File: config.mk
export PLATFORM = sky130hd
export DESIGN_NAME = dojq_fifo
export DESIGN_NICKNAME = d
export VERILOG_FILES = /design/src/rtl/core/dojq_pkg.sv /design/src/rtl/core/dojq_fifo.sv
export SDC_FILE = /design/constraint.sdc
export NUM_CORES = 1
export LEC_CHECK = 0
export BUFFER_PORTS_ARGS = -buffer_cell sky130_fd_sc_hd__buf_2
export CAP_MARGIN = 40
export CORE_ASPECT_RATIO = 0.5
export CORE_MARGIN = 4
export CORE_UTILIZATION = 56
export DETAILED_ROUTE_END_ITERATION = 8
export GPL_TIMING_DRIVEN = 0
export PLACE_DENSITY = 0.84
export SLEW_MARGIN = 0
export SYNTH_ARGS = -nofsm -noshare
export SYNTH_HDL_FRONTEND = slang
export SYNTH_SLANG_ARGS = --single-unit
File: constraint.sdc
create_clock -name clk -period 20.6 [get_ports clk]
set_input_delay 0 -clock clk [delete_from_list [all_inputs] [get_ports clk]]
set_output_delay 0 -clock clk [all_outputs]
set_load 0.005 [all_outputs]
File: src/rtl/core/dojq_pkg.sv
// Shared types and codes for the deadline ordered job queue.
// No dependencies; used by every module of the block.
`default_nettype none
package dojq_pkg;

  localparam int NUM_QUEUES_DEF      = 4;
  localparam int SLOTS_PER_QUEUE_DEF = 16;
  localparam int RESERVED_QUEUE_DEF  = 0;

  typedef enum logic [2:0] {
    ST_PUSHED = 3'd0,
    ST_BUSY   = 3'd1,
    ST_BAD_ID = 3'd2,
    ST_FULL   = 3'd3,
    ST_POPPED = 3'd4,
    ST_NONE   = 3'd5
  } status_t;

  localparam logic MODE_PUSH = 1'b0;
  localparam logic MODE_POP  = 1'b1;

  // One classified item passed from the front end to the back end.
  typedef struct packed {
    logic        mode;
    logic [1:0]  q;
    logic [15:0] job_id;
    logic [31:0] tag;
    logic [47:0] deadline;
    logic [47:0] now;
    logic        qbad;
    logic        is_res;
    logic        badid;
  } cmd_t;

endpackage
`default_nettype wire

File: src/rtl/core/dojq_fifo.sv
// Two-entry queue of classified items between front and back end.
// Depends on dojq_pkg.
`default_nettype none
module dojq_fifo (
  input  wire logic          clk,
  input  wire logic          rst,
  input  wire logic          wr_en,
  input  dojq_pkg::cmd_t     wr_data,
  output logic               full,
  output logic               not_empty,
  input  wire logic          rd_en,
  output dojq_pkg::cmd_t     rd_data
);
  import dojq_pkg::*;

  cmd_t       mem [2];
  logic       wp;
  logic       rp;
  logic [1:0] count;

  assign full      = (count == 2'd2);
  assign not_empty = (count != 2'd0);
  assign rd_data   = mem[rp];

  always_ff @(posedge clk) begin
    if (wr_en) mem[wp] <= wr_data;
  end

  always_ff @(posedge clk) begin
    if (rst) begin
      wp    <= 1'b0;
      rp    <= 1'b0;
      count <= 2'd0;
    end else begin
      if (wr_en) wp <= ~wp;
      if (rd_en) rp <= ~rp;
      count <= count + {1'b0, wr_en} - {1'b0, rd_en};
    end
  end

endmodule
`default_nettype wire

==> impl_metrics.yaml <==
status:
  status: "complete, no violations"
critical_path:
  cp_max_fo: 26
  cp-start-kind: "flop"
  r2r_slack_ns: 18.64
  cp_common_cell: "buf_16"
  r2r_end: "mem[0][134]"
  crit_path_end_kind: "flop"
  critPathBufInv: 3
  path_cells: "nor2b_4, buf_16, buf_12, buf_16"
  crit_slowest_cell: "nor2b_4"
  cp.required_ns: 20.83
  critPathTopFamily: "buffers and inverters"
  slowest_delay_ns: 0.59
  cp.arrival_ns: 2.19
  crit-reg2reg-launch: "wp"
  path_class: "flop to flop"
  reg2regPathDepth: 4
placed_design:
  dp_hpwl_mm: 16.60
  io_buffers: 305
  gp_congestion: 0.7505
  dp_cells: 1067
timing:
  tightest_slew_ns: 0.6979
  max_freq_mhz: 509.4
  finalHoldViolCount: 0
  fin_skew_ns: 0.01320
  setup_tns_ns: 0
  period_share: 0.09529
  rsz0062_at_grt: "no"
  slew_violations: 0
  fin_crit_ns: 1.963
  setup_viol: 0
  slew_headroom: 0.5338
logic_synthesis:
  synth.ff_latch_count: 305
  syn_inst: 488
  synth_top_area_cell: "edfxtp_1"
  seq_area_frac_synth: 0.7951
  synth.distinct_cells: 15
  synth_top_area_share: 0.7864
  netlist_top_cells_area: "edfxtp_1 (79%), mux2_4 (13%), mux2_2 (4.9%)"
  syn_nets: 644
  syn_avg_cell_area_um2: 23.48
  yosys_warnings: 0
  synth_area_mm2: 0.01146
drt:
  dr_wl_met3_mm: 1.078
  via_count: 6535
  drc: 0
  highest_layer: "met4"
  wl_met1_mm: 10.20
  via_per_inst: 5.146
  dr_wl_met2_mm: 15.27
  drt_iter0_drc: 368
  finalWirelength_mm: 27.59
  first_pass_iters: 4
  wl_per_cell_um: 21.72
  ant_nets: 0
cells_and_area:
  fin_cells: 1270
  nNetsFinal: 1139
  area_growth_pct: 39.50
  drive_above_1_share: 0.5194
clock_network:
  cts_tree: "yes"
  clockRootBuffer: "clkbuf_16"
  cts.sinks: 305
  numCtsBuffers: 26
  clockBufferDepth: 3
  clk_latency_ns: 0.52
  clk_pin_slew_ns: 0.08
  htree_levels: 1
floorplan:
  dieArea_mm2: 0.02295
  coreArea_mm2: 0.01977
  dieWidth_um: 210.3
  row_count: 36
  start_util: 0.5793
  io_pins: 306
  dieHeight_um: 109.1
grt:
  grt_use_total: 0.2361
  grt_pass1_vias: 7332
  antenna_found_initial: 1
  grt.overflow.total: 0
  grt_max_degree: 65
  grt_pass1_wl_mm: 41.35
worst_hold_path:
  hold_end: "mem[0][64]"
  worstHoldStart: "wr_data[64]"
  min_path_cells: 2
  hold_path_class: "input port to flop"
power:
  vdd_ir_drop_max_v: 0.0001128
  leakage_nw: 6.339
  power.density_mw_per_mm2: 91.19
flow_run:
  maxCapViolations: 0
-- cells by family after synthesis --
group | Yosys count | share of synthesized area
buffers and inverters | 19 | 0.01496
adders and majority gates | 2 | 0.002184
DFF | 305 | 0.7951
and+or+nand+nor | 9 | 0.004042
muxes | 150 | 0.1802
xor gates and xnor gates | 3 | 0.003495
-- routing by layer --
layer | global-route usage | vias up
met1 | 0.2699 | 3334
met5 | 0 | -
li1 | - | 2937
met2 | 0.4561 | 203
met3 | 0.03535 | 61
met4 | 0.08702 | 0
-- power by group --
group / leakage (nW) / total, mW / internal (mW) / switching, mW
Combinational: 3.04 / 0.196 / 0.111 / 0.0855
Clock: 0.447 / 0.526 / 0.311 / 0.215
Sequential: 2.86 / 0.735 / 0.724 / 0.0109
Total: 6.34 / 1.46 / 1.15 / 0.312
-- how the worst max path moves through the flow --
| stage | slack [ns] | end | cells past startpoint | startpoint |
|---|---|---|---|---|
| 3_5_place_dp | 18.66 | mem[0][129] | 4 | wp |
| 2_1_floorplan | 12.97 | mem[0][0] | 1 | wp |
| 6_report | 18.64 | mem[0][134] | 4 | wp |
| 3_3_place_gp | 9.71 | mem[0][130] | 1 | wp |
| 5_1_grt | 18.53 | mem[0][71] | 4 | wp |
| 4_1_cts | 18.64 | mem[0][138] | 4 | wp |
-- synth_stat cells --
| master | number |
|---|---|
| and2_1 | 1 |
| buf_2 | 5 |
| buf_6 | 11 |
| buf_8 | 1 |
| dfxtp_1 | 5 |
| edfxtp_1 | 300 |
| ha_1 | 2 |
| inv_1 | 2 |
| mux2_2 | 50 |
| mux2_4 | 100 |
| nor2_1 | 4 |
| nor2b_1 | 3 |
| or2_2 | 1 |
| xnor2_1 | 2 |
| xnor3_1 | 1 |
-- final cells by class --
class	count	area, um^2
plain buffers	17	163.9
fillers	987	3792
clock inverters	12	185.2
multi-input cells	164	2186
clock buffers	36	729.5
flip-flops and latches	305	9109
inverters	2	7.507
diodes	1	2.502
well taps	266	332.8
repair buffers	467	3266
-- cell usage in the layout, fill, tap and decap left out, types with 7 or more instances in the layout --
cell | synthesis | final
buf_2 | 5 | 310
dlygate4sd3_1 | 0 | 154
edfxtp_1 | 300 | 300
clkbuf_16 | 0 | 27
clkbuf_1 | 0 | 7
buf_6 | 11 | 11
mux2_2 | 50 | 50
mux2_4 | 100 | 100
-- repair_timing --
action,in CTS,in global routing
buffers inserted,0,0
endpoints found under the hold margin,305,0
setup endpoints to repair,0,0
resized for setup,0,0
hold buffers,154,0
-- worst reg2reg max path, cell delays in order, from the launching register on --
cell and delay, ns:
dfxtp_1 0.37, nor2b_4 0.59, buf_16 0.25, buf_12 0.23, buf_16 0.20
-- stage by stage --
stage	hold WS (ns)	total power [mW]	setup WS (ns)	utilization	cell area (um^2)
2_1_floorplan	0.07161	0.8424	12.97	-	11460
3_3_place_gp	0.1868	0.9117	9.705	0.6734	13320
3_5_place_dp	0.1911	0.9159	18.66	0.6839	13520
4_1_cts	0.1798	1.456	18.64	0.8081	15980
5_1_grt	0.1813	1.507	18.53	0.8082	15980
6_report	0.1990	1.457	18.64	0.8082	15980
-- state kept, by name, indices dropped and copies added (netlist names), named ones only --
signal and count:
count 2, mem 300, rp 1, wp 1
Note: power is estimated with default switching activity, not from simulation.
